$ cat config.mk
export PLATFORM = sky130hd
export DESIGN_NAME = imu_angle_frame_parser_core_flat
export DESIGN_NICKNAME = d
export VERILOG_FILES = /design/src/hdl/iafp_pkg.sv /design/src/hdl/iafp_if.sv /design/src/hdl/imu_angle_frame_parser_core.sv /design/src/flat_wrapper.sv
export SDC_FILE = /design/constraint.sdc
export NUM_CORES = 1
export LEC_CHECK = 0
export BUFFER_PORTS_ARGS = -buffer_cell sky130_fd_sc_hd__buf_4
export CAP_MARGIN = 20
export CORE_MARGIN = 2
export CORE_UTILIZATION = 55
export CTS_CLUSTER_DIAMETER = 30
export DETAILED_ROUTE_END_ITERATION = 10
export HOLD_SLACK_MARGIN = 0.02
export PLACE_DENSITY = 0.77
export SLEW_MARGIN = 20
export SYNTH_ARGS = -nofsm -noshare
export SYNTH_HDL_FRONTEND = slang
export SYNTH_SLANG_ARGS = --single-unit
export TNS_END_PERCENT = 1
$ cat constraint.sdc
create_clock -name clk -period 7.25 [get_ports clk]
set_input_delay 1.0875 -clock clk [delete_from_list [all_inputs] [get_ports clk]]
set_output_delay 1.0875 -clock clk [all_outputs]
set_load 0.01 [all_outputs]
$ cat src/hdl/iafp_pkg.sv
package iafp_pkg;

  localparam int unsigned BYTE_W      = 8;
  localparam int unsigned ANGLE_W     = 17;
  localparam int unsigned PAYLOAD_LEN = 9;
  localparam int unsigned DATA_LEN    = PAYLOAD_LEN - 1;
  localparam int unsigned ANGLE_BYTES = 6;
  localparam int unsigned CNT_W       = 4;
  localparam int unsigned IDX_W       = $clog2(ANGLE_BYTES);

  typedef logic [BYTE_W-1:0]         byte_t;
  typedef logic signed [ANGLE_W-1:0] angle_t;
  typedef logic [CNT_W-1:0]          cnt_t;

  localparam byte_t HDR_FIRST  = 8'h55;
  localparam byte_t HDR_SECOND = 8'h53;
  localparam byte_t CKSUM_INIT = HDR_FIRST + HDR_SECOND;
  localparam cnt_t  DATA_LAST  = cnt_t'(DATA_LEN);
  localparam logic [2*BYTE_W-1:0] HALF_TURN = 16'h8000;

  // raw words above a half turn wrap to negative
  function automatic angle_t to_angle(input byte_t lo, input byte_t hi);
    logic [2*BYTE_W-1:0] raw;
    raw = {hi, lo};
    return angle_t'({(raw > HALF_TURN), raw});
  endfunction

endpackage

$ cat src/hdl/iafp_if.sv
interface iafp_byte_if;
  logic          valid;
  logic          ready;
  iafp_pkg::byte_t rx_byte;

  modport source (output valid, output rx_byte, input ready);
  modport sink   (input valid, input rx_byte, output ready);
endinterface

interface iafp_angle_if;
  logic             valid;
  logic             ready;
  iafp_pkg::angle_t roll_angle;
  iafp_pkg::angle_t pitch_angle;
  iafp_pkg::angle_t yaw_angle;

  modport source (output valid, output roll_angle, output pitch_angle, output yaw_angle,
                  input ready);
  modport sink   (input valid, input roll_angle, input pitch_angle, input yaw_angle,
                  output ready);
endinterface

$ cat src/hdl/imu_angle_frame_parser_core.sv
// Path: a byte is registered in the input register on acceptance and parsed there; the
//   frame's checksum beat, if its sum is good, loads the result register as a result beat.
// Throughput: one byte per cycle; only a checksum beat with a good sum waits on a
//   stalled result register, every other byte flows past it.
// Reset: rst_n synchronous, active low; clears the parser to header hunting and
//   empties the input and result registers. Payload registers are not reset.
module imu_angle_frame_parser_core (
  input  logic                clk,
  input  logic                rst_n,
  iafp_byte_if.sink           in_if,
  iafp_angle_if.source        out_if
);
  import iafp_pkg::*;

  typedef enum logic [1:0] {
    PH_HDR1,
    PH_HDR2,
    PH_DATA
  } phase_t;

  phase_t phase_r, phase_nxt;
  cnt_t   cnt_r, cnt_nxt;
  byte_t  sum_r, sum_nxt;
  byte_t  pay_r [ANGLE_BYTES];

  logic   s1_valid_r, s1_valid_nxt;
  byte_t  s1_byte_r;

  logic   out_valid_r, out_valid_nxt;
  angle_t roll_r, pitch_r, yaw_r;

  logic   in_fire, s1_fire, s1_go, is_end, produces, out_free, out_load, pay_wr;

  assign in_fire  = in_if.valid && in_if.ready;
  assign is_end   = (phase_r == PH_DATA) && (cnt_r == DATA_LAST);
  assign produces = s1_valid_r && is_end && (sum_r == s1_byte_r);
  assign out_free = !out_valid_r || out_if.ready;
  assign s1_go    = !produces || out_free;
  assign s1_fire  = s1_valid_r && s1_go;
  assign out_load = produces && out_free;
  assign pay_wr   = s1_fire && (phase_r == PH_DATA) && (cnt_r < cnt_t'(ANGLE_BYTES));

  assign in_if.ready        = !s1_valid_r || s1_go;
  assign out_if.valid       = out_valid_r;
  assign out_if.roll_angle  = roll_r;
  assign out_if.pitch_angle = pitch_r;
  assign out_if.yaw_angle   = yaw_r;

  always_comb begin
    phase_nxt     = phase_r;
    cnt_nxt       = cnt_r;
    sum_nxt       = sum_r;
    s1_valid_nxt  = s1_valid_r;
    out_valid_nxt = out_valid_r;

    if (in_fire) begin
      s1_valid_nxt = 1'b1;
    end else if (s1_fire) begin
      s1_valid_nxt = 1'b0;
    end

    if (out_load) begin
      out_valid_nxt = 1'b1;
    end else if (out_if.ready) begin
      out_valid_nxt = 1'b0;
    end

    if (s1_fire) begin
      case (phase_r)
        PH_HDR2: begin
          if (s1_byte_r == HDR_SECOND) begin
            phase_nxt = PH_DATA;
            cnt_nxt   = '0;
            sum_nxt   = CKSUM_INIT;
          end else begin
            phase_nxt = PH_HDR1;
          end
        end
        PH_DATA: begin
          if (cnt_r < DATA_LAST) begin
            cnt_nxt = cnt_r + cnt_t'(1);
            sum_nxt = sum_r + s1_byte_r;
          end else begin
            cnt_nxt   = '0;
            phase_nxt = PH_HDR1;
          end
        end
        default: begin
          phase_nxt = (s1_byte_r == HDR_FIRST) ? PH_HDR2 : PH_HDR1;
        end
      endcase
    end
  end

  always_ff @(posedge clk) begin
    if (!rst_n) begin
      phase_r     <= PH_HDR1;
      cnt_r       <= '0;
      s1_valid_r  <= 1'b0;
      out_valid_r <= 1'b0;
    end else begin
      phase_r     <= phase_nxt;
      cnt_r       <= cnt_nxt;
      s1_valid_r  <= s1_valid_nxt;
      out_valid_r <= out_valid_nxt;
    end
    sum_r <= sum_nxt;
    if (in_fire) begin
      s1_byte_r <= in_if.rx_byte;
    end
    if (pay_wr) begin
      pay_r[cnt_r[IDX_W-1:0]] <= s1_byte_r;
    end
    if (out_load) begin
      roll_r  <= to_angle(pay_r[0], pay_r[1]);
      pitch_r <= to_angle(pay_r[2], pay_r[3]);
      yaw_r   <= to_angle(pay_r[4], pay_r[5]);
    end
  end

  a_cnt_range: assert property (@(posedge clk) disable iff (!rst_n)
    cnt_r <= DATA_LAST)
    else $error("payload count beyond frame length");

  a_stall_only_on_result: assert property (@(posedge clk) disable iff (!rst_n)
    !in_if.ready |-> (s1_valid_r && is_end && out_valid_r))
    else $error("input stalled without a pending result beat");

  a_frame_end_rehunt: assert property (@(posedge clk) disable iff (!rst_n)
    (s1_fire && is_end) |=> (phase_r == PH_HDR1 && cnt_r == '0))
    else $error("parser did not return to header hunt after checksum");

  a_result_from_checksum: assert property (@(posedge clk) disable iff (!rst_n)
    out_load |-> (s1_valid_r && phase_r == PH_DATA && sum_r == s1_byte_r))
    else $error("result loaded outside a good checksum beat");

endmodule

$ cat src/flat_wrapper.sv
// flat-port wrapper written by rule: the top's interface ports become plain ports
module imu_angle_frame_parser_core_flat import iafp_pkg::*;
  (clk, rst_n, in_if_valid, in_if_rx_byte, in_if_ready, out_if_valid, out_if_roll_angle, out_if_pitch_angle, out_if_yaw_angle, out_if_ready);
  iafp_byte_if in_if_i ();
  iafp_angle_if out_if_i ();
  input  logic clk;
  input  logic rst_n;
  input wire logic [$bits(in_if_i.valid)-1:0] in_if_valid;
  input wire logic [$bits(in_if_i.rx_byte)-1:0] in_if_rx_byte;
  output wire logic [$bits(in_if_i.ready)-1:0] in_if_ready;
  output wire logic [$bits(out_if_i.valid)-1:0] out_if_valid;
  output wire logic [$bits(out_if_i.roll_angle)-1:0] out_if_roll_angle;
  output wire logic [$bits(out_if_i.pitch_angle)-1:0] out_if_pitch_angle;
  output wire logic [$bits(out_if_i.yaw_angle)-1:0] out_if_yaw_angle;
  input wire logic [$bits(out_if_i.ready)-1:0] out_if_ready;
  assign in_if_i.valid = in_if_valid;
  assign in_if_i.rx_byte = in_if_rx_byte;
  assign in_if_ready = in_if_i.ready;
  assign out_if_valid = out_if_i.valid;
  assign out_if_roll_angle = out_if_i.roll_angle;
  assign out_if_pitch_angle = out_if_i.pitch_angle;
  assign out_if_yaw_angle = out_if_i.yaw_angle;
  assign out_if_i.ready = out_if_ready;
  imu_angle_frame_parser_core u_core (.clk(clk), .rst_n(rst_n), .in_if(in_if_i), .out_if(out_if_i));
endmodule
Word-level counts from Yosys, hierarchy flattened
Memory sizes are Yosys's and may differ from the RTL's.
Cells that the tools add are included.
{"block": "word_totals", "reg_bits": 75, "ram_bits": 48, "inputBits": 12, "out_inout_bits": 53, "wordCells": 62, "mem_count": 1}
{"block": "classes", "addsub": 2, "order_cmp": 5, "eq_ne": 9, "muxes": 16, "n_reduce_logical": 20}
{"memory": "u_core.pay_r", "depth": 6, "word_bits": 8, "read_ports": 6, "rd_ports_with_merged_regs": 0, "write_ports": 1, "line": "imu_angle_frame_parser_core.sv:24", "text": "byte_t pay_r [ANGLE_BYTES];"}
{"cell": "greater-than comparator 16 bit (second input constant)", "n": 3}
{"cell": "== test 8 x 7 -> 1 bit (second input constant)", "n": 2}
{"cell": "two-way mux 8 bit", "n": 2}
{"cell": "case mux 8 bit (2 select lines)", "n": 1}
{"cell": "adder 8 bit", "n": 1}
{"cell": "== test 8 bit", "n": 1}
{"cell": "logical AND 1 bit", "n": 8}
{"cell": "two-way mux 4 bit", "n": 2}
{"cell": "case mux 4 bit (2 select lines)", "n": 1}
{"cell": "two-way mux 1 bit", "n": 7}
{"cell": "nonzero test 2 bit", "n": 3}
{"cell": "adder 4 x 1 -> 4 bit (second input constant)", "n": 1}
{"cell": "== test 4 bit (second input constant)", "n": 1}
{"cell": "less-than comparator 4 x 3 -> 1 bit (second input constant)", "n": 1}
{"cell": "less-than comparator 4 bit (second input constant)", "n": 1}
{"cell": "two-way mux 2 bit", "n": 2}
{"cell": "!= test 2 bit (second input constant)", "n": 2}
{"cell": "case mux 2 bit (2 select lines)", "n": 1}
{"cell": "AND reduction 4 bit", "n": 1}
{"cell": "logical NOT 1 bit", "n": 3}
{"cell": "logical OR 1 bit", "n": 3}
{"cell": "AND reduction 3 bit", "n": 1}
{"cell": "== test 2 x 1 -> 1 bit (second input constant)", "n": 1}
{"cell": "== test 2 bit (second input constant)", "n": 1}
{"cell": "2 further kinds", "n": 2}

Logic depth before layout (Yosys ltp)
Gate-level depths: netlist of the first run.
{"block": "logic_depth", "ltp_word": 11, "ltp_mapped": 8, "ltp_nobuf": 8}

Worst setup path after synthesis of the first run
Ideal clock, no wire load.
{"block": "synth_path", "path_kind": "register -> register", "start": "register u_core.s1_byte_r[2]", "end": "register u_core.pitch_r[0] (netlist: u_core.out_if.pitch_angle[0]), enable pin", "setup_time_ns": 0.460, "t_arrival_ns": 3.760, "required_ns": 6.790, "slack_ns": 3.030, "stages_incl_launch_ff": 5, "n_path_buf": 0, "period_less_slack_ns": 4.220, "path_cell_list": "edfxtp_1 -> ha_1 -> or4b_4 -> nand4bb_4 -> nor2_1"}
{"block": "synth_between", "elab_chain_cells": 3}
{"element": "start: declaration", "line": "imu_angle_frame_parser_core.sv:27", "text": "byte_t s1_byte_r;"}
{"element": "start signal: assignment", "line": "imu_angle_frame_parser_core.sv:109", "text": "s1_byte_r <= in_if.rx_byte;"}
{"element": "== test 8 bit", "line": "imu_angle_frame_parser_core.sv:36", "text": "assign produces = s1_valid_r && is_end && (sum_r == s1_byte_r);"}
{"element": "logical AND 1 bit", "line": "imu_angle_frame_parser_core.sv:36"}
{"element": "logical AND 1 bit", "line": "imu_angle_frame_parser_core.sv:40", "text": "assign out_load = produces && out_free;"}
{"element": "via u_core.out_load", "line": "imu_angle_frame_parser_core.sv:32", "text": "logic in_fire, s1_fire, s1_go, is_end, produces, out_free, out_load, pay_wr;"}
{"element": "end signal: assignment", "line": "imu_angle_frame_parser_core.sv:116", "text": "pitch_r <= to_angle(pay_r[2], pay_r[3]);"}
{"element": "end: declaration", "line": "imu_angle_frame_parser_core.sv:30", "text": "angle_t roll_r, pitch_r, yaw_r;"}
The timed path passes the listed nets, and every way through them passes these cells.
A chain may end at the register's enable or synchronous reset.

Final worst setup path of the first run
{"block": "layout_path", "start": "register u_core.s1_byte_r[2]", "end": "output port in_if_ready"}
{"block": "layout_between", "elab_chain_cells": 5}
{"element": "== test 8 bit", "line": "imu_angle_frame_parser_core.sv:36"}
{"element": "logical AND 1 bit", "line": "imu_angle_frame_parser_core.sv:36"}
{"element": "logical NOT 1 bit", "line": "imu_angle_frame_parser_core.sv:38", "text": "assign s1_go = !produces || out_free;"}
{"element": "logical OR 1 bit", "line": "imu_angle_frame_parser_core.sv:38"}
{"element": "logical OR 1 bit", "line": "imu_angle_frame_parser_core.sv:43", "text": "assign in_if.ready = !s1_valid_r || s1_go;"}
{"element": "end: declaration", "line": "flat_wrapper.sv:10", "text": "output wire logic [$bits(in_if_i.ready)-1:0] in_if_ready;"}
Every way passes these cells.

==> flow_summary.yaml, run 1 <==
status:
  status: "completed"
timing:
  setup_tns_ns: 0
  worst_pin_slew_ns: 1.02
  min_period_over_period: 0.492
  timing.fmax_ghz: 0.281
  hold_viol: 0
  period_needed_ns: 3.56
  fin_worst_skew_ns: 0.00852
  drv_slew: 0
  relSlewSlack: 0.312
  hold_slack_ns: 0.451
  rsz0062_at_grt: "no"
  finalSetupViolCount: 0
synth:
  synth.most_common_cell: "edfxtp_1"
  yosysTopAreaCell: "edfxtp_1"
  ys_types: 42
  syn-cell-area_sq_um: 4510
  ys_ff_latch: 123
  synthCells: 251
  synthFlopType: "edfxtp_1"
  synth-seq-area-share: 0.801
  synth_edf_count: 115
  ys_warn_count: 0
  yosysTopAreaCellShare: 0.766
  synth_nets: 275
  avgSynthCellArea_sq_um: 18.0
  synth_commonest_cells: "edfxtp_1, nand2_1, inv_1"
  synthArstFlopShare: 0
  synthTopCellsByArea: "edfxtp_1, dfxtp_1, ha_1, nand2_1, nor4_1"
die:
  initial_utilization: 0.557
  fp-row-count: 33
  die_area_sq_um: 8940
  coreArea_sq_um: 8090
  die_x_microns: 94.5
  ios: 65
  die_h_microns: 94.5
power:
  pwr-share-comb: 0.017
  internal-power_mw: 1.38
  power_mw: 1.71
  power_frac_seq: 0.463
  power.density_nw_per_um2: 295
  swShare: 0.189
  power_leakage_nw: 2.04
  switching_power_mw: 0.321
  clockPowerShare: 0.520
  peakVddDrop_mv: 0.159
placement:
  io_buffers: 64
  globalplace.congestion: 0.779
  placedInstanceArea_sq_um: 5130
  place_hpwl_microns: 5050
worst_setup_path:
  cp.arrival_ns: 2.48
  slowest_delay_ns: 0.55
  criticalPathCategory: "flip-flop to output port"
  cp_cell_sequence: "ha_1, or4b_4, nor2_1, nand4_1, buf_4"
  critPathSlowestCell: "edfxtp_1"
  required_ns: 6.16
  path_max_fanout: 10
  end_kind: "output port"
  start_kind: "flip-flop"
finish:
  fin_util: 0.714
  drive_gt1_frac: 0.295
  nFillCells: 521
  n_antenna_cell: 0
  finish.instance_area_sq_um: 5780
  syn2layout_area_growth_pct: 28.1
  nets: 357
routing:
  dr.pass1.iters: 5
  via_per_inst: 5.45
  ant_nets: 0
  avgRoutedWirePerCell_microns: 17.9
  num_vias: 2457
  drt_wl_total_microns: 8060
  drc: 0
  drt_iter0_drc: 127
grt:
  grt_pass1_wl_microns: 12200
  grt_max_degree: 52
  grt_pass1_vias: 2327
  antenna_found_initial: 0
  grt_use_total: 0.194
  overflow: 0
clock_network:
  htree_num_levels: 4
  ctsLongestPathBuffers: 2
  cts_setup_buffers: 0
  ctsResizeCount: 0
  holdBufCountCts: 0
  cts_root_buf: "clkbuf_8"
  cts_sinks: 123
  cts_tree: "yes"
  clk_pin_slew_worst_paths_ns: 0.06
  clock_latency_ns: 0.50
  cts_buffers: 17
hold_path:
  hold_class: "flip-flop to flip-flop"
job:
  max_cap_viol_count: 0
[cells by family after synthesis]
| logic type | count (synthesis) | share of synthesized area |
|---|---|---|
| xor gates and xnor gates | 4 | 0.00777 |
| buffers and inverters | 14 | 0.0117 |
| DFF | 123 | 0.801 |
| and+or+nand+nor | 71 | 0.0977 |
| AOI/OAI and AO/OA | 26 | 0.0444 |
| adders and majority gates | 12 | 0.0350 |
| muxes | 1 | 0.00222 |
[cells in the final DEF, fill, tap and decap left out, drive strengths merged, types with 3 or more instances in the layout]
cell type  instances
a41oi              3
inv               14
ha                11
nand2             15
bufinv             5
buf               65
clkinv             6
a21oi              4
nor2               8
nor2b              6
o211ai             3
nor3               7
a21boi             6
dfxtp              8
edfxtp           115
clkbuf            17
nor4              10
or3                3
[registers in the layout (all words and copies together) (netlist names)]
signal / count
u_core.s1_valid_r: 1
u_core.pay_r: 48
u_core.out_if.yaw_angle: 17
u_core.phase_r: 2
u_core.out_if.pitch_angle: 17
u_core.out_if.valid: 1
u_core.out_if.roll_angle: 17
u_core.sum_r: 8
u_core.s1_byte_r: 8
u_core.cnt_r: 4
[layer usage]
metal | GRT usage | vias up | wire, microns
met5 | 0 | - | 0
met4 | 0.0845 | 0 | 82
met3 | 0.0583 | 6 | 450
met2 | 0.335 | 96 | 4400
met1 | 0.225 | 1201 | 3130
li1 | - | 1154 | -
[layout make-up]
class                      instances  area (sq um)  share of cell area
inverter                          12          45.0             0.00780
tap                              105           131              0.0227
clock inverter                    15           220              0.0381
multi-input combinational        114           866               0.150
clock buffer                      17           414              0.0717
sequential                       123          3610               0.625
timing repair buffer              65           488              0.0845
[power by group through the flow]
stage                     clock network (mW)  logic [mW]  registers [mW]
after global routing                   0.934      0.0327           0.790
after floorplan                            0      0.0199           0.797
final                                  0.886      0.0294           0.789
after global placement                     0      0.0287           0.803
after CTS                              0.901      0.0296           0.789
after detailed placement                   0      0.0293           0.803
[critical path: cells and delay by family, from the launching register on]
| kind | cells | cell delay [ns] |
|---|---|---|
| buffers and inverters | 1 | 0.21 |
| flip-flops | 1 | 0.55 |
| AND/OR/NAND/NOR | 3 | 0.81 |
| adder cells (fa/ha/maj) | 1 | 0.41 |
[per-stage QoR]
stage	setup slack [ns]	cells
floorplan	3.03	251
global placement	4.27	419
detailed placement	4.22	419
CTS	3.66	451
global route	3.53	451
finish	3.69	451
[worst paths after layout]
kind,startpoint,end,slack [ns],cells past startpoint
min reg2reg,u_core.pay_r[1][5],u_core.out_if.roll_angle[13],0.45,0
min,u_core.pay_r[1][5],u_core.out_if.roll_angle[13],0.45,0
max reg2reg,u_core.s1_byte_r[2],u_core.out_if.yaw_angle[5],4.42,5
max,u_core.s1_byte_r[2],in_if_ready,3.69,5
(Power assumes the default switching activity.)
==> run 2, diff against run 1 <==
Settings changed: ABC_AREA set to 1, CORE_UTILIZATION 55 to 51, PLACE_DENSITY 0.77 to 0.75.
Clock period 7.25 ns to 3.2 ns, I/O delays scaled along.
==> flow_summary.yaml, run 2 <==
clock_network:
  ctsResizeCount: 0
  cts_tree: "yes"
  clk_pin_slew_worst_paths_ns: 0.06
  cts_buffers: 17
  cts_setup_buffers: 0
  ctsLongestPathBuffers: 2
  htree_num_levels: 4
  cts_root_buf: "clkbuf_8"
  cts_sinks: 123
  holdBufCountCts: 0
  clock_latency_ns: 0.51
die:
  fp-row-count: 34
  die_h_microns: 98.7
  initial_utilization: 0.525
  ios: 65
  die_area_sq_um: 9750
  die_x_microns: 98.7
  coreArea_sq_um: 8720
worst_setup_path:
  cp_cell_sequence: "ha_1, nor2_1, nand2_1, nor2_4, nand3_4, buf_4"
  r2r_setup_slack_ns: 0.52
  path_max_fanout: 10
  timing.rr.end: "u_core.pay_r[3][4]"
  ff2ff_path_depth: 9
  critPathSlowestCell: "edfxtp_1"
  slowest_delay_ns: 0.56
  criticalPathCategory: "flip-flop to output port"
  end_kind: "output port"
  critical-path-top-delay-family: "flip-flops"
  required_ns: 2.72
  start_kind: "flip-flop"
  r2r_start: "u_core.s1_byte_r[3]"
  cp.arrival_ns: 2.23
  cp_num_buf_inv: 1
  worstSetupStartpoint: "u_core.s1_byte_r[3]"
routing:
  num_vias: 2689
  drt_iter0_drc: 259
  drt_wl_total_microns: 8830
  via_per_inst: 5.24
  drc: 0
  dr.pass1.iters: 4
  avgRoutedWirePerCell_microns: 17.2
  ant_nets: 0
placement:
  io_buffers: 64
  post-place-cells: 481
  place_hpwl_microns: 5860
  globalplace.congestion: 0.895
timing:
  worst_pin_slew_ns: 0.804
  drv_slew: 0
  relSlewSlack: 0.462
  min_period_over_period: 0.846
  rsz0062_at_grt: "no"
  hold_viol: 0
  finalSetupViolCount: 0
  fin_worst_skew_ns: 0.0151
  period_needed_ns: 2.71
  timing.fmax_ghz: 0.369
  setup_tns_ns: 0
synth:
  syn-cell-area_sq_um: 4580
  synthFlopType: "edfxtp_1"
  synth.most_common_cell: "edfxtp_1"
  ys_warn_count: 0
  synth_edf_count: 115
  synth-seq-area-share: 0.790
  synthArstFlopShare: 0
  yosysTopAreaCellShare: 0.755
  ys_types: 25
  yosysTopAreaCell: "edfxtp_1"
  synth_nets: 328
  synthCells: 304
  synth_commonest_cells: "edfxtp_1, nand2_1, inv_1, nor2_1, ha_1"
  ys_ff_latch: 123
  avgSynthCellArea_sq_um: 15.1
  synthTopCellsByArea: "edfxtp_1, dfxtp_1, nand2_1, ha_1, inv_1"
finish:
  final_common_cell: "edfxtp_1"
  nets: 416
  nFillCells: 582
  syn2layout_area_growth_pct: 27.6
  final_cell_mix: "edfxtp_1, buf_4, nand2_1"
  layoutNonFillerInstCount: 513
  largest_register_ffs: 48
  drive_gt1_frac: 0.281
  n_antenna_cell: 0
grt:
  grt_pass1_vias: 2680
  grt_pass1_wl_microns: 13900
  grt_max_degree: 52
  antenna_found_initial: 0
  overflow: 0
  grt_use_total: 0.192
power:
  power_leakage_nw: 2.22
  peakVddDrop_mv: 0.390
  power.density_nw_per_um2: 655
hold_path:
  hold_class: "input port to flip-flop"
  hp-start: "in_if_rx_byte[1]"
  hold_depth: 1
  min_to: "u_core.s1_byte_r[1]"
status:
  status: "completed"
job:
  max_cap_viol_count: 0
run 2: how the worst max path moves through the flow:
stage | end | slack [ns] | depth (start not counted)
after global placement | u_core.pay_r[1][7] | 0.68 | 7
after detailed placement | u_core.pay_r[1][7] | 0.51 | 7
final | in_if_ready | 0.49 | 6
after CTS | u_core.pay_r[1][5] | 0.43 | 7
after global routing | in_if_ready | 0.36 | 6
after floorplan | u_core.out_if.pitch_angle[0] | 0.16 | 6
run 2: report_power, final:
part	total (mW)	internal [mW]	switching, mW
clock	1.92	1.26	0.659
combinational	0.115	0.0436	0.0718
sequential	1.79	1.77	0.0232
total	3.82	3.07	0.754
run 2: layout make-up:
| cell class | instances | area (sq um) | share of cell area |
|---|---|---|---|
| Clock buffer | 19 | 422 | 0.0722 |
| Timing Repair Buffer | 70 | 526 | 0.0900 |
| Clock inverter | 13 | 174 | 0.0298 |
| Inverter | 35 | 131 | 0.0225 |
| Multi-Input combinational cell | 145 | 837 | 0.143 |
| Tap cell | 108 | 135 | 0.0231 |
| Sequential cell | 123 | 3610 | 0.619 |
run 2: logic make-up after synthesis:
kind of cell,Yosys count,share of synthesized area
flops,123,0.790
xor+xnor,1,0.00191
simple gates,113,0.121
compound gates,19,0.0230
buf+inv,36,0.0303
fa+ha+maj,12,0.0344
run 2: stage by stage:
stage / hold WS, ns / util / setup slack (ns) / power [mW] / area [sq um]
finish: 0.155 / 0.669 / 0.491 / 3.82 / 5840
CTS: 0.135 / 0.669 / 0.432 / 3.84 / 5830
global placement: 0.432 / 0.601 / 0.680 / 1.93 / 5240
global route: 0.131 / 0.669 / 0.356 / 3.94 / 5840
floorplan: 0.426 / - / 0.163 / 1.89 / 4580
detailed placement: 0.433 / 0.601 / 0.510 / 1.94 / 5240
run 2: routing by layer:
layer / global-route usage / up-vias / wire (microns)
met5: 0 / - / 0
met4: 0.0896 / 0 / 127
li1: - / 1269 / -
met3: 0.0574 / 11 / 594
met2: 0.314 / 96 / 4600
met1: 0.238 / 1313 / 3510
